<file path="config.mk">
export PLATFORM = sky130hd
export DESIGN_NAME = pca_front_flat
export DESIGN_NICKNAME = d
export VERILOG_FILES = /design/src/rtl/core/pca_pkg.sv /design/src/rtl/core/pca_pix_if.sv /design/src/rtl/core/pca_front.sv /design/src/flat_wrapper.sv
export SDC_FILE = /design/constraint.sdc
export NUM_CORES = 1
export LEC_CHECK = 0
export ABC_AREA = 0
export ABC_CLOCK_PERIOD_IN_PS = 3000
export BUFFER_PORTS_ARGS = -buffer_cell sky130_fd_sc_hd__buf_2
export CAP_MARGIN = 20
export CORE_MARGIN = 10
export CORE_UTILIZATION = 46
export DETAILED_ROUTE_END_ITERATION = 12
export HOLD_SLACK_MARGIN = 0.03
export PLACE_DENSITY = 0.87
export REMOVE_ABC_BUFFERS = 1
export SLEW_MARGIN = 20
export SYNTH_ARGS = -nofsm -noshare
export SYNTH_HDL_FRONTEND = slang
export SYNTH_SLANG_ARGS = --single-unit
export TNS_END_PERCENT = 5
</file>
<file path="constraint.sdc">
create_clock -name clk -period 3 [get_ports clk]
set_input_delay 0.6 -clock clk [delete_from_list [all_inputs] [get_ports clk]]
set_output_delay 0.6 -clock clk [all_outputs]
set_load 0.02 [all_outputs]
</file>
<file path="src/rtl/core/pca_pkg.sv">
`default_nettype none
package pca_pkg;

	localparam int PALETTE_ENTRIES_DEF = 256;
	localparam int QUEUE_DEPTH = 2;

	localparam int POS_W   = 12;
	localparam int COLOR_W = 32;
	localparam int DIM_W   = 13;
	localparam int STAT_W  = 2;
	localparam int IDX_W   = 8;
	localparam int CH6_W   = 6;

	localparam int CFG_IDX_W  = 1;
	localparam int CFG_DATA_W = DIM_W;

	localparam logic [CFG_IDX_W-1:0] REG_SCREEN_WIDTH  = 1'd0;
	localparam logic [CFG_IDX_W-1:0] REG_SCREEN_HEIGHT = 1'd1;

	localparam logic [DIM_W-1:0] SCREEN_WIDTH_RST  = 13'd320;
	localparam logic [DIM_W-1:0] SCREEN_HEIGHT_RST = 13'd240;

	localparam logic [STAT_W-1:0] ST_DRAWN        = 2'd0;
	localparam logic [STAT_W-1:0] ST_OFF_SCREEN   = 2'd1;
	localparam logic [STAT_W-1:0] ST_PALETTE_FULL = 2'd2;

	// pixel after screen classification, as held in the queue
	typedef struct packed {
		logic [POS_W-1:0]   pos_x;
		logic [POS_W-1:0]   pos_y;
		logic [COLOR_W-1:0] pixel_color;
		logic               off_screen;
	} pix_item_t;

	typedef struct packed {
		logic [STAT_W-1:0] status;
		logic [IDX_W-1:0]  palette_index;
		logic              is_new_entry;
		logic [CH6_W-1:0]  red6;
		logic [CH6_W-1:0]  green6;
		logic [CH6_W-1:0]  blue6;
		logic [POS_W-1:0]  draw_x;
		logic [POS_W-1:0]  draw_y;
	} result_t;

	typedef struct packed {
		logic      valid;
		pix_item_t item;
	} queue_head_t;

endpackage
`default_nettype wire

</file>
<file path="src/rtl/core/pca_pix_if.sv">
`default_nettype none
interface pca_pix_if;
	import pca_pkg::*;

	logic               valid;
	logic               ready;
	logic [POS_W-1:0]   pos_x;
	logic [POS_W-1:0]   pos_y;
	logic [COLOR_W-1:0] pixel_color;

	modport source (output valid, output pos_x, output pos_y, output pixel_color,
		input ready);
	modport sink (input valid, input pos_x, input pos_y, input pixel_color,
		output ready);
endinterface
`default_nettype wire

</file>
<file path="src/rtl/core/pca_front.sv">
`default_nettype none
module pca_front (
	input  wire logic                          clk,
	input  wire logic                          arst_n,
	input  wire logic                          cfg_we,
	input  wire logic [pca_pkg::CFG_IDX_W-1:0] cfg_index,
	input  wire logic [pca_pkg::CFG_DATA_W-1:0] cfg_data,
	pca_pix_if.sink                            pix,
	input  wire logic                          q_full,
	output logic                               q_push,
	output pca_pkg::pix_item_t                 q_push_item
);
	import pca_pkg::*;

	logic [DIM_W-1:0] screen_width_q;
	logic [DIM_W-1:0] screen_height_q;

	always_ff @(posedge clk or negedge arst_n) begin
		if (!arst_n) begin
			screen_width_q  <= SCREEN_WIDTH_RST;
			screen_height_q <= SCREEN_HEIGHT_RST;
		end else if (cfg_we) begin
			case (cfg_index)
				REG_SCREEN_WIDTH:  screen_width_q  <= cfg_data;
				REG_SCREEN_HEIGHT: screen_height_q <= cfg_data;
				default: ;
			endcase
		end
	end

	assign pix.ready = !q_full;
	assign q_push    = pix.valid && !q_full;

	always_comb begin
		q_push_item.pos_x       = pix.pos_x;
		q_push_item.pos_y       = pix.pos_y;
		q_push_item.pixel_color = pix.pixel_color;
		q_push_item.off_screen  = ({1'b0, pix.pos_x} >= screen_width_q) ||
			({1'b0, pix.pos_y} >= screen_height_q);
	end
endmodule
`default_nettype wire

</file>
<file path="src/flat_wrapper.sv">
// flat-port wrapper written by rule: the top's interface ports become plain ports
module pca_front_flat import pca_pkg::*;
  (clk, arst_n, cfg_we, cfg_index, cfg_data, q_full, q_push, q_push_item, pix_valid, pix_pos_x, pix_pos_y, pix_pixel_color, pix_ready);
  pca_pix_if pix_i ();
  input  wire logic clk;
  input  wire logic arst_n;
  input  wire logic cfg_we;
  input  wire logic [pca_pkg::CFG_IDX_W-1:0] cfg_index;
  input  wire logic [pca_pkg::CFG_DATA_W-1:0] cfg_data;
  input  wire logic q_full;
  output logic q_push;
  output pca_pkg::pix_item_t q_push_item;
  input wire logic [$bits(pix_i.valid)-1:0] pix_valid;
  input wire logic [$bits(pix_i.pos_x)-1:0] pix_pos_x;
  input wire logic [$bits(pix_i.pos_y)-1:0] pix_pos_y;
  input wire logic [$bits(pix_i.pixel_color)-1:0] pix_pixel_color;
  output wire logic [$bits(pix_i.ready)-1:0] pix_ready;
  assign pix_i.valid = pix_valid;
  assign pix_i.pos_x = pix_pos_x;
  assign pix_i.pos_y = pix_pos_y;
  assign pix_i.pixel_color = pix_pixel_color;
  assign pix_ready = pix_i.ready;
  pca_front u_core (.clk(clk), .arst_n(arst_n), .cfg_we(cfg_we), .cfg_index(cfg_index), .cfg_data(cfg_data), .pix(pix_i), .q_full(q_full), .q_push(q_push), .q_push_item(q_push_item));
endmodule
</file>
# Word-level counts from Yosys, hierarchy flattened
# Index checks and enable logic that the tools add are counted.
[word_totals]
ff_bits = 26
rom_bits = 0
latch_bits = 0
mem_bits_rw = 0
inputBits = 75
output_inout_bits = 59
elab_cells = 10
mem_count = 0
[classes]
n_eq_ne = 0
n_lt_le_gt_ge = 2
n_addsub = 0
mul = 0
reduce_logical = 5
n_div = 0
n_bitwise = 1
n_shift = 0
mux = 0
[ops]
columns = ["operator", "n"]
rows = [
  ["$ge A12 B13 Y1", 2],
  ["$reduce_and A2 Y1", 2],
  ["$logic_and A1 B1 Y1", 1],
  ["$logic_not A1 Y1", 1],
  ["$logic_or A1 B1 Y1", 1],
  ["$not A1 Y1", 1],
]

# Longest topological paths before layout
# Gate-level depths: netlist of run 1.
[logic_depth]
ltp_word = 2
mapped_depth = 6

# Least setup slack after synthesis of run 1
# OpenSTA, ideal clock, no wires.
[synth_timing]
kind = "input -> output"
from = "in pix_pos_y[10]"
to = "out q_push_item[0] (netlist bit)"
cell_stages = 5
t_arrival_ps = 1600
t_required_ps = 2400
setup_slack_ps = 800
path_cell_list = "ha_1 nand4b_4 nor4_1 nor4_1 nand4_1"
[synth_rtl]
columns = ["element", "line_no", "text"]
rows = [
  ["start: declaration", "flat_wrapper.sv:15", "input wire logic [$bits(pix_i.pos_y)-1:0] pix_pos_y;"],
  ["end: declaration", "flat_wrapper.sv:12", "output pca_pkg::pix_item_t q_push_item;"],
]

==> impl_metrics.env, run 1 <==
export IMPL_wire_per_inst_um=17.59
export IMPL_maxSlewHeadroom_pct=60.94
export IMPL_cts_max_level=1
export IMPL_vias_per_cell=4.989
export IMPL_globalRouteTotalUtil_pct=12.77
export IMPL_finClkSkew_ns=0
export IMPL_crit_chain="inv_1 > ha_1 > nand4_1 > nor4_1 > nor4_1 > nand4_1 > buf_2"
export IMPL_endpoint_kind="output port"
export IMPL_clock_latency_ns=0.27
export IMPL_use_met3_pct=9.850
export IMPL_drcViolationCount=0
export IMPL_cts_tree="done"
export IMPL_dpl_hpwl_mm=4.299
export IMPL_io_buffers=69
export IMPL_maxCapViolCount=0
export IMPL_hold_viol=0
export IMPL_grt_max_degree=27
export IMPL_ioPinCount=134
export IMPL_max_stage_delay_ns=0.53
export IMPL_rrSetupSlack_ns=2.20
export IMPL_root_buffer="clkbuf_8"
export IMPL_p_leak_nw=1.114
export IMPL_rsz0062_at_grt="false"
export IMPL_netlist_area_um2=2043
export IMPL_synth_cell_types=25
export IMPL_r2r_start="u_core.screen_width_q[6]"
export IMPL_worstReg2RegEnd="u_core.screen_width_q[6]"
export IMPL_placed_area_um2=2016
export IMPL_dr_pass1_iters=4
export IMPL_maxSlewViolCount=0
export IMPL_holdBufCountCts=0
export IMPL_met2_usage_pct=17.72
export IMPL_ys_seq_area_share_pct=32.21
export IMPL_die_area_um2=7507
export IMPL_period_minus_slack_ns=2.524
export IMPL_crit_path_max_fanout=3
export IMPL_drive_gt1_share_pct=42.17
export IMPL_num_rows=24
export IMPL_netlist_instances=216
export IMPL_final_nets=330
export IMPL_seqCellArea_um2=658.1
export IMPL_arrival_ns=1.92
export IMPL_grt_antenna_before_repair=0
export IMPL_status="finished, final reports clean"
export IMPL_worstMarginPinSlew_ns=0.5860
export IMPL_setup_viol=0
export IMPL_reg2regPathDepth=2
export IMPL_coreArea_um2=4324
export IMPL_avgSynthCellArea_um2=9.459
export IMPL_clk_pin_slew_worst_paths_ns=0.09
export IMPL_powerDensity_nw_per_um2=464.3
export IMPL_required_ns=2.40
export IMPL_vdd_ir_drop_max_v=0.0002001
export IMPL_critPathKind="flip-flop to output port"
export IMPL_grt_busiest_layer="met2"
export IMPL_synth_seq_cells=26
export IMPL_yosysWarnings=0
export IMPL_die_y_um=86.65
export IMPL_cts_num_sinks=26
export IMPL_hold_path_class="input pin to async pin"
export IMPL_grt_pass1_vias=1494
export IMPL_wl_mm=4.959
export IMPL_die_w_um=86.65
export IMPL_n_antenna_cell=0
export IMPL_timing_fmax_mhz=396.3
export IMPL_post_cts_buffers=0
export IMPL_cts_max_path_buffers=2
export IMPL_cp_start_kind="flip-flop"
export IMPL_post_cts_resized=0
export IMPL_grt_pass1_wl_mm=7.514
export IMPL_power_total_mw=0.9615
export IMPL_setup_tns_ns=0
export IMPL_fin_area_um2=2071
export IMPL_crit_slowest_cell="dfstp_2"
export IMPL_fill_cells=421
export IMPL_start_util_pct=47.25
export IMPL_gp_congestion=0.7920
export IMPL_grt_use_met1_pct=15.45
export IMPL_gr_total_overflow=0
export IMPL_area_growth_pct=1.347
export IMPL_final_period_utilization_pct=84.12
export IMPL_ant_nets=0
export IMPL_drtIter0Drc=32
export IMPL_via_count=1407
export IMPL_numCtsBuffers=3
export IMPL_multi_input_area_um2=827.0
==> metal layers <==
metal | wire length (µm) | vias up
li1 | - | 684
met1 | 2135 | 641
met2 | 2069 | 78
met3 | 721 | 2
met4 | 3 | 2
met5 | 30 | -
==> power breakdown <==
part	switching, mW	total (mW)	internal (mW)
Sequential	0.0218	0.429	0.407
Clock	0.109	0.226	0.117
Combinational	0.168	0.306	0.138
Total	0.299	0.962	0.663
==> layout make-up <==
cell class                 instances  area share (%)
tap                               52           3.142
timing repair buffer              70           17.04
clock buffer                       4           2.659
sequential                        26           31.78
inverter                          30           5.438
multi-input combinational        100           39.94
==> per-stage QoR <==
stage,hold WS (ns),utilization (%),worst slack [ns],std cells
3_5_place_dp,0.4947,46.61,0.5202,278
3_3_place_gp,0.4874,46.61,0.6089,278
6_report,0.3196,47.89,0.4764,282
4_1_cts,0.3408,47.89,0.4329,282
2_1_floorplan,0.3044,-,0.8003,156
5_1_grt,0.3646,47.89,0.3322,282
==> worst max-delay path by stage <==
stage,startpoint,endpoint,slack [ns],cells after the start
final,u_core.screen_width_q[8],q_push_item[0],0.48,7
after global routing,u_core.screen_width_q[8],q_push_item[0],0.33,7
after CTS,u_core.screen_width_q[8],q_push_item[0],0.43,7
after detailed placement,pix_pos_x[3],q_push_item[0],0.52,7
after global placement,pix_pos_x[3],q_push_item[0],0.61,7
after floorplan,pix_pos_y[10],q_push_item[0],0.80,5
==> Yosys cell counts <==
master	number	area [µm²]
a21boi_0	2	15.01
o31ai_1	2	15.01
nor2b_1	2	12.51
clkbuf_1	1	3.750
dfstp_2	6	157.7
nor4_1	3	18.77
o32ai_1	1	8.760
ha_1	24	300.3
inv_1	30	112.6
dfrtp_1	20	500.5
buf_4	56	420.4
o21ai_0	11	55.05
mux2_2	15	168.9
o22ai_1	1	6.260
nand4_1	5	31.28
buf_2	2	10.01
nor2_1	4	15.01
nand3_1	2	10.01
nand4b_4	2	47.55
nand2b_1	1	6.260
o21a_1	2	15.01
buf_6	1	11.26
o22a_1	1	8.760
nand2_1	14	52.55
a21oi_1	8	40.04
==> kinds of logic after synthesis <==
kind of cell             synth area share [%]
AO/OA/AOI/OAI                           8.022
adder cells (fa/ha/maj)                 14.70
buffers and inverters                   27.31
flip-flops                              32.21
multiplexers                            8.267
AND/OR/NAND/NOR                         9.492
==> cells in the final DEF (no fill, tap or decap) <==
cell type / Yosys / final
nor4_1: 3 / 3
o32ai_1: 1 / 1
o21a_1: 2 / 2
nand4b_4: 2 / 2
nand2b_1: 1 / 1
nor2b_1: 2 / 2
nor2_1: 4 / 4
dfrtp_1: 20 / 20
nand3_1: 2 / 2
o31ai_1: 2 / 2
ha_1: 24 / 24
o22a_1: 1 / 1
inv_1: 30 / 30
o21ai_0: 11 / 11
dfstp_2: 6 / 6
a21oi_1: 8 / 8
nand4_1: 5 / 5
a21boi_0: 2 / 2
buf_2: 2 / 69
clkbuf_8: 0 / 4
nand2_1: 14 / 14
buf_4: 56 / 1
mux2_2: 15 / 15
o22ai_1: 1 / 1
==> state kept, by name, indices dropped and copies added, names as in the netlist <==
name	flops
u_core.screen_height_q	13
u_core.screen_width_q	13
==> critical path: cells and delay by family, from the launching register on <==
| kind | cells | cell delay, ns |
|---|---|---|
| simple gates | 4 | 0.59 |
| flops | 1 | 0.53 |
| fa+ha+maj | 1 | 0.31 |
| buf+inv | 2 | 0.23 |
Note: power is estimated with default switching activity, not from simulation.
==> run 2, diff against run 1 <==
- ABC_CLOCK_PERIOD_IN_PS: 3000 -> 2110
- CORE_UTILIZATION: 46 -> 38
- PLACE_DENSITY: 0.87 -> 0.76
- clock period: 3 -> 2.11 ns (I/O delays scaled with it)
==> run 2 against run 1 <==
Effect of this change: the flow now finishes with violations (setup timing); sequential power grew 43%; first-iteration DRC count increased by 6.3%; die area rose by 16%; via count rose by 0.71%; hold slack got worse by 0.18 ns; highest routed layer unchanged.
==> impl_metrics.env, run 2 (same netlist as run 1, synthesis figures left out) <==
export IMPL_status="finished with violations"
export IMPL_violations="setup timing"
export IMPL_globalRouteTotalUtil_pct=11.94
export IMPL_hold_path_class="input pin to async pin"
export IMPL_p_int_mw=0.9645
export IMPL_vias_per_cell=4.723
export IMPL_arrival_ns=1.89
export IMPL_root_buffer="clkbuf_8"
export IMPL_period_minus_slack_ns=2.314
export IMPL_p_leak_nw=1.113
export IMPL_rrSetupSlack_ns=1.30
export IMPL_pre_cts_slack_ns=0.04121
export IMPL_wl_mm=5.276
export IMPL_drcViolationCount=0
export IMPL_setup_tns_ns=-0.2038
export IMPL_cts_max_level=1
export IMPL_cp_start_kind="flip-flop"
export IMPL_holdBufCountCts=0
export IMPL_grt_use_met1_pct=15.35
export IMPL_crit_path_max_fanout=2
export IMPL_maxSlewViolCount=0
export IMPL_share_comb_of_total_power_pct=33.7
export IMPL_final_common_cell="buf_2"
export IMPL_area_growth_pct=6.430
export IMPL_cts_max_path_buffers=2
export IMPL_powerDensity_nw_per_um2=645.6
export IMPL_grt_pass1_vias=1550
export IMPL_placed_area_um2=2038
export IMPL_final_cells=300
export IMPL_reg_top3="u_core.screen_height_q: 13 flops, u_core.screen_width_q: 13 flops"
export IMPL_power_total_mw=1.404
export IMPL_timing_fmax_mhz=432.2
export IMPL_finClkSkew_ns=0
export IMPL_drtIter0Drc=34
export IMPL_rsz0062_at_grt="true"
export IMPL_dr_pass1_iters=4
export IMPL_timing_hold_ws_ns=0.1350
export IMPL_p_sw_mw=0.4394
export IMPL_pwr_share_seq_pct=43.6
export IMPL_start_util_pct=39.50
export IMPL_met2_usage_pct=15.89
export IMPL_die_area_um2=8710
export IMPL_clock_latency_ns=0.26
export IMPL_clk_pin_slew_worst_paths_ns=0.09
export IMPL_swShare_pct=31.30
export IMPL_grt_busiest_layer="met2"
export IMPL_worstMarginPinSlew_ns=0.6180
export IMPL_vdd_ir_drop_max_v=0.0003189
export IMPL_drive_gt1_share_pct=47.39
export IMPL_grt_max_degree=27
export IMPL_coreArea_um2=5172
export IMPL_numCtsBuffers=3
export IMPL_gr_total_overflow=0
export IMPL_via_count=1417
export IMPL_num_rows=26
export IMPL_setup_viol=1
export IMPL_endpoint_kind="output port"
export IMPL_final_period_utilization_pct=109.7
export IMPL_reg2regPathDepth=2
export IMPL_wire_per_inst_um=17.59
export IMPL_n_antenna_cell=0
export IMPL_ant_nets=0
export IMPL_use_met3_pct=8.393
export IMPL_fin_area_um2=2175
export IMPL_dpl_hpwl_mm=4.467
export IMPL_die_y_um=93.33
export IMPL_ioPinCount=134
export IMPL_required_ns=1.69
export IMPL_critPathKind="flip-flop to output port"
export IMPL_gp_congestion=0.7702
export IMPL_grt_pass1_wl_mm=8.010
export IMPL_cts_tree="done"
export IMPL_clkPwrFrac_pct=22.7
export IMPL_grt_antenna_before_repair=0
export IMPL_die_w_um=93.33
export IMPL_dpl_cell_count=296
export IMPL_fin_ws_ns=-0.2038
export IMPL_io_buffers=69
export IMPL_final_nets=330
export IMPL_cts_num_sinks=26
export IMPL_maxSlewHeadroom_pct=58.70
export IMPL_hold_viol=0
export IMPL_maxCapViolCount=0
export IMPL_utilization_pct=42.04
export IMPL_final_cell_mix="68 x buf_2, 25 x inv_1, 20 x dfrtp_1"
==> run 2: power groups by stage <==
stage / combinational, mW / clock (mW) / sequential (mW)
2_1_floorplan: 0.259 / 0 / 0.610
3_3_place_gp: 0.425 / 0 / 0.616
3_5_place_dp: 0.441 / 0 / 0.620
4_1_cts: 0.470 / 0.334 / 0.611
5_1_grt: 0.543 / 0.347 / 0.621
6_report: 0.473 / 0.319 / 0.613
==> run 2: per-layer routing <==
| layer | share of wire, % | wire, µm |
|---|---|---|
| met4 | 0.42 | 22 |
| met5 | 0.64 | 34 |
| met3 | 14 | 719 |
| met1 | 44 | 2333 |
| met2 | 41 | 2166 |
==> run 2: area by class of cell <==
type,count,area [µm²]
clock buffer,4,55.05
tap,70,87.58
fill,516,2998
multi-input combinational,100,902.1
sequential,26,658.1
timing repair buffer,70,359.1
inverter,30,112.6
==> run 2: path summary, 6_finish.rpt <==
kind / startpoint / end
setup / recovery: u_core.screen_height_q[6] / q_push_item[0]
setup reg to reg: u_core.screen_width_q[8] / u_core.screen_width_q[8]
max in group asynchronous: arst_n / u_core.screen_width_q[8]
hold reg to reg: u_core.screen_height_q[1] / u_core.screen_height_q[1]
min in group clk: cfg_data[11] / u_core.screen_width_q[11]
hold / removal: arst_n / u_core.screen_height_q[10]
==> run 2: critical path, cell delays in order (launching register included) <==
cell,delay [ns]
dfstp_2,0.55
inv_2,0.05
ha_4,0.26
nand4_1,0.15
nor4_2,0.30
nor4_1,0.08
nand4_1,0.10
buf_6,0.13
==> run 2: timing repair <==
item                       4_1_cts  5_1_grt
setup buffers                    0        0
gates resized for setup          8        6
setup endpoints to repair        1        1
gates cloned                     0        0
pin swaps                        6        6
