==> config.mk <==
export PLATFORM = sky130hd
export DESIGN_NAME = pca_queue
export DESIGN_NICKNAME = d
export VERILOG_FILES = /design/src/rtl/core/pca_pkg.sv /design/src/rtl/core/pca_queue.sv
export SDC_FILE = /design/constraint.sdc
export NUM_CORES = 1
export LEC_CHECK = 0
export BUFFER_PORTS_ARGS = -buffer_cell sky130_fd_sc_hd__buf_2
export CAP_MARGIN = 20
export CORE_MARGIN = 10
export CORE_UTILIZATION = 47
export CTS_BUF_LIST = sky130_fd_sc_hd__clkbuf_16
export DETAILED_ROUTE_END_ITERATION = 8
export GPL_TIMING_DRIVEN = 0
export PLACE_DENSITY = 0.81
export RECOVER_POWER = 50
export SLEW_MARGIN = 25
export SYNTH_ARGS = -nofsm -noshare
export SYNTH_HDL_FRONTEND = slang
export SYNTH_SLANG_ARGS = --single-unit
==> constraint.sdc <==
create_clock -name clk -period 3.84 [get_ports clk]
set_clock_uncertainty 0.15 [all_clocks]
set_input_delay 0 -clock clk [delete_from_list [all_inputs] [get_ports clk]]
set_output_delay 0 -clock clk [all_outputs]
set_load 0.02 [all_outputs]
==> src/rtl/core/pca_pkg.sv <==
`default_nettype none
package pca_pkg;

	localparam int PALETTE_ENTRIES_DEF = 256;
	localparam int QUEUE_DEPTH = 2;

	localparam int POS_W   = 12;
	localparam int COLOR_W = 32;
	localparam int DIM_W   = 13;
	localparam int STAT_W  = 2;
	localparam int IDX_W   = 8;
	localparam int CH6_W   = 6;

	localparam int CFG_IDX_W  = 1;
	localparam int CFG_DATA_W = DIM_W;

	localparam logic [CFG_IDX_W-1:0] REG_SCREEN_WIDTH  = 1'd0;
	localparam logic [CFG_IDX_W-1:0] REG_SCREEN_HEIGHT = 1'd1;

	localparam logic [DIM_W-1:0] SCREEN_WIDTH_RST  = 13'd320;
	localparam logic [DIM_W-1:0] SCREEN_HEIGHT_RST = 13'd240;

	localparam logic [STAT_W-1:0] ST_DRAWN        = 2'd0;
	localparam logic [STAT_W-1:0] ST_OFF_SCREEN   = 2'd1;
	localparam logic [STAT_W-1:0] ST_PALETTE_FULL = 2'd2;

	// pixel after screen classification, as held in the queue
	typedef struct packed {
		logic [POS_W-1:0]   pos_x;
		logic [POS_W-1:0]   pos_y;
		logic [COLOR_W-1:0] pixel_color;
		logic               off_screen;
	} pix_item_t;

	typedef struct packed {
		logic [STAT_W-1:0] status;
		logic [IDX_W-1:0]  palette_index;
		logic              is_new_entry;
		logic [CH6_W-1:0]  red6;
		logic [CH6_W-1:0]  green6;
		logic [CH6_W-1:0]  blue6;
		logic [POS_W-1:0]  draw_x;
		logic [POS_W-1:0]  draw_y;
	} result_t;

	typedef struct packed {
		logic      valid;
		pix_item_t item;
	} queue_head_t;

endpackage
`default_nettype wire

==> src/rtl/core/pca_queue.sv <==
`default_nettype none
module pca_queue (
	input  wire logic           clk,
	input  wire logic           arst_n,
	input  wire logic           push,
	input  wire pca_pkg::pix_item_t push_item,
	output logic                full,
	input  wire logic           pop,
	output pca_pkg::queue_head_t head
);
	import pca_pkg::*;

	localparam int PTR_W = (QUEUE_DEPTH > 1) ? $clog2(QUEUE_DEPTH) : 1;
	localparam int CNT_W = $clog2(QUEUE_DEPTH + 1);

	pix_item_t        slots_q [QUEUE_DEPTH];
	logic [PTR_W-1:0] wr_ptr_q;
	logic [PTR_W-1:0] rd_ptr_q;
	logic [CNT_W-1:0] count_q;
	logic             do_push;
	logic             do_pop;

	assign full       = (count_q == CNT_W'(QUEUE_DEPTH));
	assign head.valid = (count_q != '0);
	assign head.item  = slots_q[rd_ptr_q];
	assign do_push    = push && !full;
	assign do_pop     = pop && head.valid;

	always_ff @(posedge clk) begin
		if (do_push) begin
			slots_q[wr_ptr_q] <= push_item;
		end
	end

	always_ff @(posedge clk or negedge arst_n) begin
		if (!arst_n) begin
			wr_ptr_q <= '0;
			rd_ptr_q <= '0;
			count_q  <= '0;
		end else begin
			if (do_push) begin
				wr_ptr_q <= (wr_ptr_q == PTR_W'(QUEUE_DEPTH - 1)) ? '0 : wr_ptr_q + 1'b1;
			end
			if (do_pop) begin
				rd_ptr_q <= (rd_ptr_q == PTR_W'(QUEUE_DEPTH - 1)) ? '0 : rd_ptr_q + 1'b1;
			end
			case ({do_push, do_pop})
				2'b10:   count_q <= count_q + 1'b1;
				2'b01:   count_q <= count_q - 1'b1;
				default: count_q <= count_q;
			endcase
		end
	end
endmodule
`default_nettype wire

After elaboration in Yosys (flattened, before gate mapping)
Memory sizes are Yosys's and may differ from the RTL's.
Index checks and enable logic that the tools add are counted.
{ "totals": {"input_bits": 61, "register_bits": 4, "output_inout_bits": 59, "word_cells": 21, "memories": 1, "ram_bits": 114} }
{ "classes": {"n_reduce_logical": 5, "mux": 5, "n_eq_ne": 3, "n_addsub": 4} }
{ "memory_table": {"columns": ["name", "words", "word_bits", "read_ports", "rd_ports_with_merged_regs", "write_ports", "line_no", "source"], "rows": [
  ["slots_q", 2, 57, 1, 0, 1, "pca_queue.sv:16", "pix_item_t slots_q [QUEUE_DEPTH];"]
]} }
{ "ops": {"columns": ["cell", "count"], "rows": [
  ["$eq A2 B2 Y1 const B", 2],
  ["$mux W1", 4],
  ["$pmux W2 S2", 1],
  ["$reduce_bool A2 Y1", 2],
  ["$add A1 B1 Y1 const B", 2],
  ["$add A2 B1 Y2 const B", 1],
  ["$eq A2 B1 Y1 const B", 1],
  ["$logic_and A1 B1 Y1", 2],
  ["$sub A2 B1 Y2 const B", 1],
  ["$logic_not A1 Y1", 1]
]} }

Logic depth before layout (Yosys ltp)
Gate-level depths: netlist (run 1).
{ "logic_depth": {"depth_word": 5, "depth_mapped": 6, "depth_no_buf": 6} }

Worst setup path after synthesis (run 1)
OpenSTA, ideal clock, no wires.
{ "synth_path": {"path_type": "reg2reg", "start": "register count_q[0]", "end": "memory slots_q[0][0] in the netlist's numbering (enable)", "setup_ns": 0.472, "path_buffers": 0, "path_stages_with_launch": 4, "arrival_ns": 3.016, "required_ns": 3.218, "synth_period_minus_slack_ns": 3.638, "slack_ns": 0.202, "path_cell_list": "dfrtp_1 nand2b_1 nand2_1 nor2_1"} }
{ "synth_between": {"elab_chain_len": 5} }
{ "synth_lines": {"columns": ["item", "line_no", "source"], "rows": [
  ["start: declaration", "pca_queue.sv:19", "logic [CNT_W-1:0] count_q;"],
  ["start signal: assignment", "pca_queue.sv:48", "2'b10: count_q <= count_q + 1'b1;"],
  ["start signal: assignment", "pca_queue.sv:49", "2'b01: count_q <= count_q - 1'b1;"],
  ["start signal: assignment", "pca_queue.sv:50", "default: count_q <= count_q;"],
  ["$eq A2 B2 Y1", "pca_queue.sv:23", "assign full = (count_q == CNT_W'(QUEUE_DEPTH));"],
  ["$logic_not A1 Y1", "pca_queue.sv:26", "assign do_push = push && !full;"],
  ["$logic_and A1 B1 Y1", "pca_queue.sv:26", null],
  ["$mux W1", "pca_queue.sv:30", "if (do_push) begin"],
  ["$mux W1 (not written as such)", "pca_queue.sv:31", "slots_q[wr_ptr_q] <= push_item;"],
  ["end: declaration", "pca_queue.sv:16", null]
]} }
No other way between the ends.

Worst setup path after layout (run 1)
{ "layout_path": {"start": "register count_q[0]", "end": "memory slots_q[1][51] in the netlist's numbering (enable)"} }
Same word-level chain as after synthesis.

==> impl_results.md, run 1 <==
- Status: complete, no violations
- ANT cells: 0
- Clk slew on worst S/H paths: 0.05 ns
- R2R Path End: slots_q[1][51]$_DFFE_PP_
- Die X: 117 um
- Seq/Total Area, Yosys: 0.803
- Antenna Nets Post-Route: 0
- Vias: 2470
- CTS Buffer Depth: 2
- TritonCTS clock tree: built
- Clk sink count: 118
- Iter 0 DRT Violations: 73
- First-pass GRT wire length: 14600 um
- WL final: 9410 um
- Hold Violations, Final: 0
- Syn Inst Count: 195
- Synth Register Bits: 118
- Worst Hold Path Cells: 2
- Number of global-route vias before repair: 2851
- Netlist cell types: 16
- Setup CP Type: flip-flop to flip-flop
- H-tree depth: 4
- Commonest non-fill, non-tap cell in the layout: edfxtp_1
- PostCTS Resize Cnt: 0
- Final setup vio count: 0
- Power Total: 4.93 mW
- Die height: 117 um
- Area growth from synthesis to layout: 43.5%
- Most frequent cells in the layout: edfxtp_1 (114), buf_2 (81), dlygate4sd3_1 (61)
- WHS Endpoint: slots_q[1][32]$_DFFE_PP_
- Critical-path cell list: nand2b_1 -> and3_1 -> buf_12
- Post-synth top area share: 0.780
- Mapped cell area: 0.00439 sq mm
- Pre-CTS setup slack: 1.81 ns
- Total CTS buffers: 17
- Clk_lat worst skew: 0.39 ns
- YS warnings: 0
- Dpl cells: 428
- HP Class: primary input to flip-flop
- Port bufs: 119
- FF-to-FF path depth: 3
- Area of the core: 0.00915 sq mm
- Vias/cell: 4.75
- Hold Crit Start: push_item[32]
- Critical Path RT: 3.77 ns
- Net Count, Synth: 257
- Sw power: 1.53 mW
- Yosys top cell by area: edfxtp_1
- CP startpoint kind: flip-flop
- Relative slew slack: 0.129
- Crit end category: flip-flop
- Syn Area/Cell: 22.5 sq um
- Die area: 0.0136 sq mm
- Synth top area cells: edfxtp_1 (78%), mux2_2 (9.5%), mux2_4 (6.8%)
- Total GRT Usage: 0.141
- Critical path arrival: 2.38 ns
- Worst setup margin: 1.39 ns
- VDD IR-drop max: 0.439 mV
- Setup slack, reg-to-reg: 1.39 ns
- Gp weighted congestion: 0.683
- Maximum number of pins on one net before global-route repair: 33
- Tcrit/Tclk final: 0.638
- Initial core utilization: 0.479
- Worst reg2reg path startpoint: count_q[0]$_DFFE_PN0P_
- Dpl hpwl: 5890 um
- Pwr dens: 782 mW/mm^2
- Internal power: 3.40 mW
- Initial DRT Pass Iterations: 4
- Sw Share: 0.310
- Initial antenna violation count: 0
- Max frequency: 0.408 GHz
- Rows: 35
- RSZ-0062 raised after global routing: false
- CTS root buffer: clkbuf_16
- Layout cell share with drive strength beyond 1: 0.428
- Max-cap viol count: 0
- CP max stage delay: 1.05 ns
- I/O pin count: 120
- Tmin final: 2.45 ns
- Final std cells w/o fill: 520
- Clk pwr share: 0.294
- Post-CTS Setup Bufs: 0
- Mean routed wirelength per cell: 18.1 um
- Final slew viol count: 0
- Part of the power in registers: 0.376
- Final net count: 459
- Worst-Margin Slew: 1.31 ns
- CP max stage cell: and3_1
- # DRC: 0
- Leak: 2.41 nW
- Total grt overflow: 0
- Max FO, Critical Path: 32
- Gate power share: 0.330
-- final cells by class --
type | count | area (sq um)
Clock inverter | 14 | 120
Clock buffer | 17 | 425
Tap cell | 111 | 139
Fill cell | 626 | 2860
Buffer | 6 | 48.8
Inverter | 1 | 3.75
Multi-Input combinational cell | 70 | 817
Sequential cell | 118 | 3520
Timing Repair Buffer | 183 | 1220
-- flip-flops by register name, indices dropped and copies added, names as in the netlist --
signal and count:
rd_ptr_q 1, wr_ptr_q 1, count_q 2, slots_q 114
-- synthesized netlist by cell type, drive strengths merged --
master and instances:
xor2 2, nand2b 1, xnor2 3, nand2 1, nor2 2, and2 1, mux2 57, and3 1
buf 6, ha 1, or2 1, inv 1, edfxtp 114, dfrtp 4
-- power by group through the flow --
| stage | Clock, mW | Sequential (mW) | Combinational (mW) |
|---|---|---|---|
| finish | 1.45 | 1.85 | 1.63 |
| global route | 1.54 | 1.87 | 1.75 |
| CTS | 1.48 | 1.85 | 1.67 |
| detailed placement | 0 | 1.87 | 1.62 |
| global placement | 0 | 1.89 | 1.54 |
| floorplan | 0 | 1.86 | 1.10 |
-- cells by family after synthesis --
| kind of cell | count (synthesis) | share of synthesized area |
|---|---|---|
| flip-flops | 118 | 0.803 |
| XOR/XNOR | 5 | 0.00998 |
| buffers and inverters | 7 | 0.0120 |
| adder cells (fa/ha/maj) | 1 | 0.00285 |
| multiplexers | 57 | 0.163 |
| AND/OR/NAND/NOR | 7 | 0.00884 |
-- critical path, delay by kind of cell (launching register included) --
| family | cells | cell delay, ns |
|---|---|---|
| buf+inv | 1 | 0.31 |
| simple gates | 2 | 1.24 |
| flops | 1 | 0.41 |
-- through the flow --
stage               hold WS (ns)  TNS [ns]  utilization  instance area [sq um]
global placement          -0.342    -65.95        0.560                   5120
detailed placement        -0.338         0        0.568                   5190
CTS                        0.162         0        0.694                   6350
finish                     0.184         0        0.688                   6300
global route               0.175         0        0.688                   6300
floorplan                 -0.446         0            -                   4390
-- worst max-delay path by stage --
stage | startpoint | to | slack (ns) | cells past startpoint
floorplan | count_q[0]$_DFFE_PN0P_ | slots_q[0][0]$_DFFE_PP_ | 0.20 | 3
global placement | count_q[0]$_DFFE_PN0P_ | slots_q[0][35]$_DFFE_PP_ | -1.16 | 3
detailed placement | count_q[0]$_DFFE_PN0P_ | slots_q[0][22]$_DFFE_PP_ | 1.81 | 5
CTS | count_q[0]$_DFFE_PN0P_ | slots_q[0][47]$_DFFE_PP_ | 1.77 | 5
global route | count_q[0]$_DFFE_PN0P_ | slots_q[1][47]$_DFFE_PP_ | 1.19 | 3
finish | count_q[0]$_DFFE_PN0P_ | slots_q[1][51]$_DFFE_PP_ | 1.39 | 3
-- per-layer routing --
metal	GRT usage	routed length, um
met1	0.145	3610
met2	0.257	5100
met3	0.0611	642
met4	0.0404	51
met5	0	0
-- repair_timing --
action,in CTS,in global routing
hold buffers,61,0
hold endpoints to repair,121,0
endpoints found under the setup margin,0,0
(Power assumes the default switching activity.)
==> inputs of run 2 (changes only) <==
CORE_UTILIZATION = 52   (was 47)
PLACE_DENSITY = 0.84   (was 0.81)
clock period = 2.3 ns   (was 3.84 ns; I/O delays follow)
==> impl_results.md, run 2 (synthesis results as in run 1) <==
- Vias: 2533 (+2.6%)
- Max frequency: 0.491 GHz
- Final slew viol count: 0 (unchanged)
- Tcrit/Tclk final: 0.886
- Leak: 2.33 nW (-3.1%)
- Area of the core: 0.00822 sq mm (-10%)
- WL final: 9980 um (+6.1%)
- Dpl hpwl: 5740 um (-2.5%)
- CTS Buffer Depth: 2 (unchanged)
- First-pass GRT wire length: 15700 um (+7.4%)
- Setup slack, reg-to-reg: 0.30 ns (-1.09 ns)
- Reg with most FFs: slots_q
- Clk slew on worst S/H paths: 0.06 ns (about the same)
- Tmin final: 2.04 ns
- Most frequent cells in the layout: edfxtp_1 (114), clkbuf_1 (69), dlygate4sd3_1 (61)
- VDD IR-drop max: 1.18 mV (+170%)
- Rows: 33 (-5.7%)
- Max-cap viol count: 0 (unchanged)
- Relative slew slack: 0.463 (+0.334)
- Port bufs: 119 (unchanged)
- Clk_lat worst skew: 0.40 ns (about the same)
- Worst reg2reg path startpoint: count_q[0]$_DFFE_PN0P_
- Total grt overflow: 0 (unchanged)
- Dpl cells: 421 (-1.6%)
- Hold Violations, Final: 0 (unchanged)
- FF-to-FF path depth: 4 (+1)
- Iter 0 DRT Violations: 111 (+52%)
- Status: complete, no violations
- Clk sink count: 118 (unchanged)
- Antenna Nets Post-Route: 0 (unchanged)
- Die area: 0.0125 sq mm (-8.0%)
- Met2 WL post-DR: 5320 um (+4.3%)
- CTS root buffer: clkbuf_16
- R2R Path End: slots_q[0][11]$_DFFE_PP_
- Number of global-route vias before repair: 2870 (+0.67%)
- Critical Path RT: 2.15 ns (-1.62 ns)
- Initial DRT Pass Iterations: 4 (unchanged)
- CP startpoint kind: flip-flop
- Leading registers by flop count: slots_q: 114 flops, count_q: 2 flops
- TritonCTS clock tree: built
- # DRC: 0 (unchanged)
- Final std cells w/o fill: 514 (-1.2%)
- Critical Path Start: rd_ptr_q$_DFFE_PN0P_
- Pwr dens: 1340 mW/mm^2 (+72%)
- Mean routed wirelength per cell: 19.4 um (+7.3%)
- Top sig layer: met4
- Commonest non-fill, non-tap cell in the layout: edfxtp_1
- I/O pin count: 120 (unchanged)
- Maximum number of pins on one net before global-route repair: 58 (+76%)
- Die X: 112 um (-4.1%)
- M1 WL: 3680 um (+2.0%)
- RSZ-0062 raised after global routing: false
- Total CTS buffers: 17 (unchanged)
- ANT cells: 0 (unchanged)
- Final setup vio count: 0 (unchanged)
- Critical Path Sink: head[22]
- Total GRT Usage: 0.161 (+0.0195)
- Worst setup margin: 0.263 ns (-1.13 ns)
- Die height: 112 um (-4.1%)
- Vias/cell: 4.93 (+3.7%)
- Gp weighted congestion: 0.710 (+3.9%)
- HP Class: primary input to flip-flop
- Max FO, Critical Path: 10 (-69%)
- Setup CP Type: flip-flop to primary output
- Critical path arrival: 1.89 ns (-0.49 ns)
- Final net count: 458 (-0.22%)
- Total length of routed met3 wires: 863 um (+34%)
- H-tree depth: 4 (unchanged)
- Layout cell share with drive strength beyond 1: 0.362 (-0.0660)
- Layout Utilization: 0.767 (+0.0788)
- Initial core utilization: 0.534 (+0.0546)
- Pre-CTS setup slack: 0.331 ns (-1.47 ns)
- Filler Cell Count: 497 (-21%)
- Largest register FFs: 114 (unchanged)
- PostCTS Resize Cnt: 0 (unchanged)
- Area growth from synthesis to layout: 43.6% (about the same)
- Worst-Margin Slew: 0.806 ns (-0.501 ns)
- Crit end category: primary output
- Initial antenna violation count: 0 (unchanged)
- Worst Hold Path Cells: 2 (unchanged)
-- run 2: cell types whose count changed in the layout (fill, tap and decap cells not counted), sizes merged --
cell / change
buf: -31
clkbuf: +30
bufinv: +1
clkinv: -1
inv: +1
-- run 2: how the worst min path moves through the flow --
stage | from | to
2_1_floorplan | arst_n | count_q[0]$_DFFE_PN0P_
3_3_place_gp | arst_n | wr_ptr_q$_DFFE_PN0P_
3_5_place_dp | arst_n | wr_ptr_q$_DFFE_PN0P_
4_1_cts | push_item[54] | slots_q[1][54]$_DFFE_PP_
5_1_grt | push_item[12] | slots_q[0][12]$_DFFE_PP_
6_report | push_item[39] | slots_q[0][39]$_DFFE_PP_
-- run 2: layout make-up --
type | instances | area [sq um] | share of cell area
Clock buffer | 17 | 425 | 0.0675
Clock inverter | 15 | 178 | 0.0282
Tap cell | 105 | 131 | 0.0208
Multi-Input combinational cell | 70 | 822 | 0.130
Sequential cell | 118 | 3520 | 0.559
Buffer | 6 | 40.0 | 0.00635
Timing Repair Buffer | 182 | 1180 | 0.187
Inverter | 1 | 3.75 | 0.000596
-- run 2: critical path, stage by stage, from the launching register on --
cell	delay, ns
dfrtp_1	0.41
clkbuf_2	0.36
buf_6	0.24
mux2_4	0.31
buf_2	0.16
-- run 2: routing by layer --
| layer | GRT usage | up-vias |
|---|---|---|
| met5 | 0 | - |
| met4 | 0.0634 | 0 |
| met3 | 0.0682 | 10 |
| met2 | 0.284 | 110 |
| met1 | 0.164 | 1234 |
| li1 | - | 1179 |
-- run 2: power by group --
part	switching, mW	internal (mW)	total (mW)
Sequential	0.163	2.95	3.11
Clock	0.946	1.71	2.65
Combinational	1.59	1.11	2.70
Total	2.70	5.76	8.46
-- run 2: what timing repair did --
item,4_1_cts,5_1_grt
buffers inserted,0,0
hold buffers,61,0
endpoints found under the hold margin,121,0
-- run 2: through the flow --
step	cell area, sq um	setup TNS (ns)	hold slack (ns)	total power, mW
2_1_floorplan	4400	0	-0.446	4.94
3_3_place_gp	5120	-14.32	-0.343	5.67
3_5_place_dp	5180	0	-0.336	5.81
4_1_cts	6400	0	0.164	8.53
5_1_grt	6300	0	0.176	8.82
6_report	6300	0	0.178	8.46
==> inputs of run 3 (changes only) <==
CORE_MARGIN = 3   (was 10)
CORE_UTILIZATION = 35   (was 52)
PLACE_DENSITY = 0.62   (was 0.84)
==> impl_results.md, run 3 (synthesis results as in run 1) <==
- Maximum number of pins on one net before global-route repair: 31 (-47%)
- WHS Endpoint: slots_q[1][5]$_DFFE_PP_
- Total CTS buffers: 17 (unchanged)
- CTS Buffer Depth: 2 (unchanged)
- Reg with most FFs: slots_q
- FF-to-FF path depth: 3 (-1)
- Vias/cell: 4.28 (-13%)
- Gp weighted congestion: 0.626 (-12%)
- Pwr dens: 1290 mW/mm^2 (-3.6%)
- First-pass GRT wire length: 13400 um (-14%)
- Dpl hpwl: 5130 um (-11%)
- CP max stage delay: 0.68 ns (+0.27 ns)
- CP max stage cell: and3_2
- Hold Crit Start: push_item[5]
- Mean routed wirelength per cell: 14.2 um (-27%)
- I/O pin count: 120 (unchanged)
- Worst Hold Path Cells: 2 (unchanged)
- Setup_tns: 0 ns (unchanged)
- Max FO, Critical Path: 30 (+20)
- PostCTS Resize Cnt: 0 (unchanged)
- Commonest non-fill, non-tap cell in the layout: edfxtp_1
- Vias: 2472 (-2.4%)
- Most frequent cells in the layout: edfxtp_1 (114), buf_2 (76), dlygate4sd3_1 (61)
- Critical path arrival: 1.99 ns (+0.10 ns)
- WL final: 8210 um (-18%)
- Layout cell share with drive strength beyond 1: 0.407 (+0.0455)
- Area growth from synthesis to layout: 45.7%
- Total grt overflow: 0 (unchanged)
- R2R Path End: slots_q[1][15]$_DFFE_PP_
- Setup slack, reg-to-reg: 0.25 ns (-0.05 ns)
- H-tree depth: 4 (unchanged)
- Final net count: 459 (+0.22%)
- Leak: 2.40 nW (+3.0%)
- Die X: 118 um (+5.5%)
- Clk sink count: 118 (unchanged)
- Die height: 118 um (+5.5%)
- Tcrit/Tclk final: 0.893 (+0.00714)
- CTS root buffer: clkbuf_16
- Initial core utilization: 0.362 (-0.172)
- Max-cap viol count: 0 (unchanged)
- Leading registers by flop count: slots_q: 114 flops, count_q: 2 flops
- Final slew viol count: 0 (unchanged)
- Critical Path RT: 2.24 ns (+0.09 ns)
- Number of global-route vias before repair: 2694 (-6.1%)
- Critical Path Start: count_q[0]$_DFFE_PN0P_
- Critical-path cell list: nand2b_1 -> and3_2 -> buf_12
- WP buf/inv: 1 (-2)
- Worst reg2reg path startpoint: count_q[0]$_DFFE_PN0P_
- Status: complete, no violations
- ANT cells: 0 (unchanged)
- HP Class: primary input to flip-flop
- RSZ-0062 raised after global routing: false
- # DRC: 0 (unchanged)
- Max frequency: 0.487 GHz (-0.80%)
- Top delay family on crit path: simple AND/OR/NAND/NOR gates
- CP startpoint kind: flip-flop
- Setup CP Type: flip-flop to flip-flop
- Crit end category: flip-flop
- Post-CTS Setup Bufs: 0 (unchanged)
- Clk_lat worst skew: 0.40 ns (about the same)
- VDD IR-drop max: 0.677 mV (-42%)
- Layout Utilization: 0.528 (-0.239)
- Hold Violations, Final: 0 (unchanged)
- Rows: 40 (+21%)
- Tmin final: 2.05 ns (+0.0164 ns)
- Final setup vio count: 0 (unchanged)
- Relative slew slack: 0.524 (+0.0613)
- Largest register FFs: 114 (unchanged)
- Initial DRT Pass Iterations: 4 (unchanged)
- TritonCTS clock tree: built
- Worst-Margin Slew: 0.714 ns (-0.0919 ns)
- Die area: 0.0139 sq mm (+11%)
- Hold slack: 0.174 ns (-0.00431 ns)
- Area of the core: 0.0121 sq mm (+47%)
- Initial antenna violation count: 0 (unchanged)
- Total GRT Usage: 0.126 (-0.0351)
- Clk slew on worst S/H paths: 0.05 ns (about the same)
- Iter 0 DRT Violations: 122 (+9.9%)
- Antenna Nets Post-Route: 0 (unchanged)
- Port bufs: 119 (unchanged)
-- run 3: cell types whose count changed in the layout (fill, tap and decap cells not counted), moves of 2 or more --
cell	delta
buf_12	+2
buf_2	+23
clkbuf_1	-25
clkinv_1	+4
clkinv_4	-3
inv_1	+2
inv_6	-3
-- run 3: timing repair --
item / 4_1_cts / 5_1_grt
hold endpoints to repair: 121 / 0
endpoints found under the setup margin: 0 / 0
hold buffers: 61 / 0
-- run 3: through the flow --
stage	power (mW)	setup slack, ns	instances	instance area (sq um)
after floorplan	4.94	0.232	195	4400
after global placement	5.69	-0.350	482	5200
after detailed placement	5.80	0.355	485	5270
after CTS	8.42	0.327	578	6450
after global routing	8.67	0.135	578	6390
final	8.27	0.246	578	6390
-- run 3: report_power, final --
part / total [mW] / internal, mW / switching (mW) / leakage [nW]
Combinational: 2.69 / 1.18 / 1.51 / 1.02
Clock: 2.50 / 1.66 / 0.843 / 0.280
Sequential: 3.08 / 2.95 / 0.132 / 1.11
Total: 8.27 / 5.78 / 2.49 / 2.40
-- run 3: layout make-up --
type	instances	area, sq um
multi-input cells	70	818
clock inverters	15	145
plain buffers	6	48.8
fillers	1047	5720
inverters	1	3.75
repair buffers	183	1220
clock buffers	17	425
flip-flops and latches	118	3520
well taps	168	210
-- run 3: how the worst max path moves through the flow --
stage / to / slack (ns) / cells past startpoint
2_1_floorplan: slots_q[0][0]$_DFFE_PP_ / 0.23 / 3
3_3_place_gp: slots_q[0][10]$_DFFE_PP_ / -0.35 / 3
3_5_place_dp: slots_q[0][8]$_DFFE_PP_ / 0.35 / 4
4_1_cts: slots_q[0][15]$_DFFE_PP_ / 0.33 / 4
5_1_grt: slots_q[1][15]$_DFFE_PP_ / 0.13 / 3
6_report: slots_q[1][15]$_DFFE_PP_ / 0.25 / 3
-- run 3: worst reg2reg max path, stage by stage (launching register included) --
cell and delay, ns:
dfrtp_1 0.41, nand2b_1 0.19, and3_2 0.68, buf_12 0.29
-- run 3: metal layers --
metal	GRT usage	part of all wire
met5	0	0
met4	0.0659	0.019
met3	0.0505	0.056
met2	0.209	0.50
met1	0.139	0.42
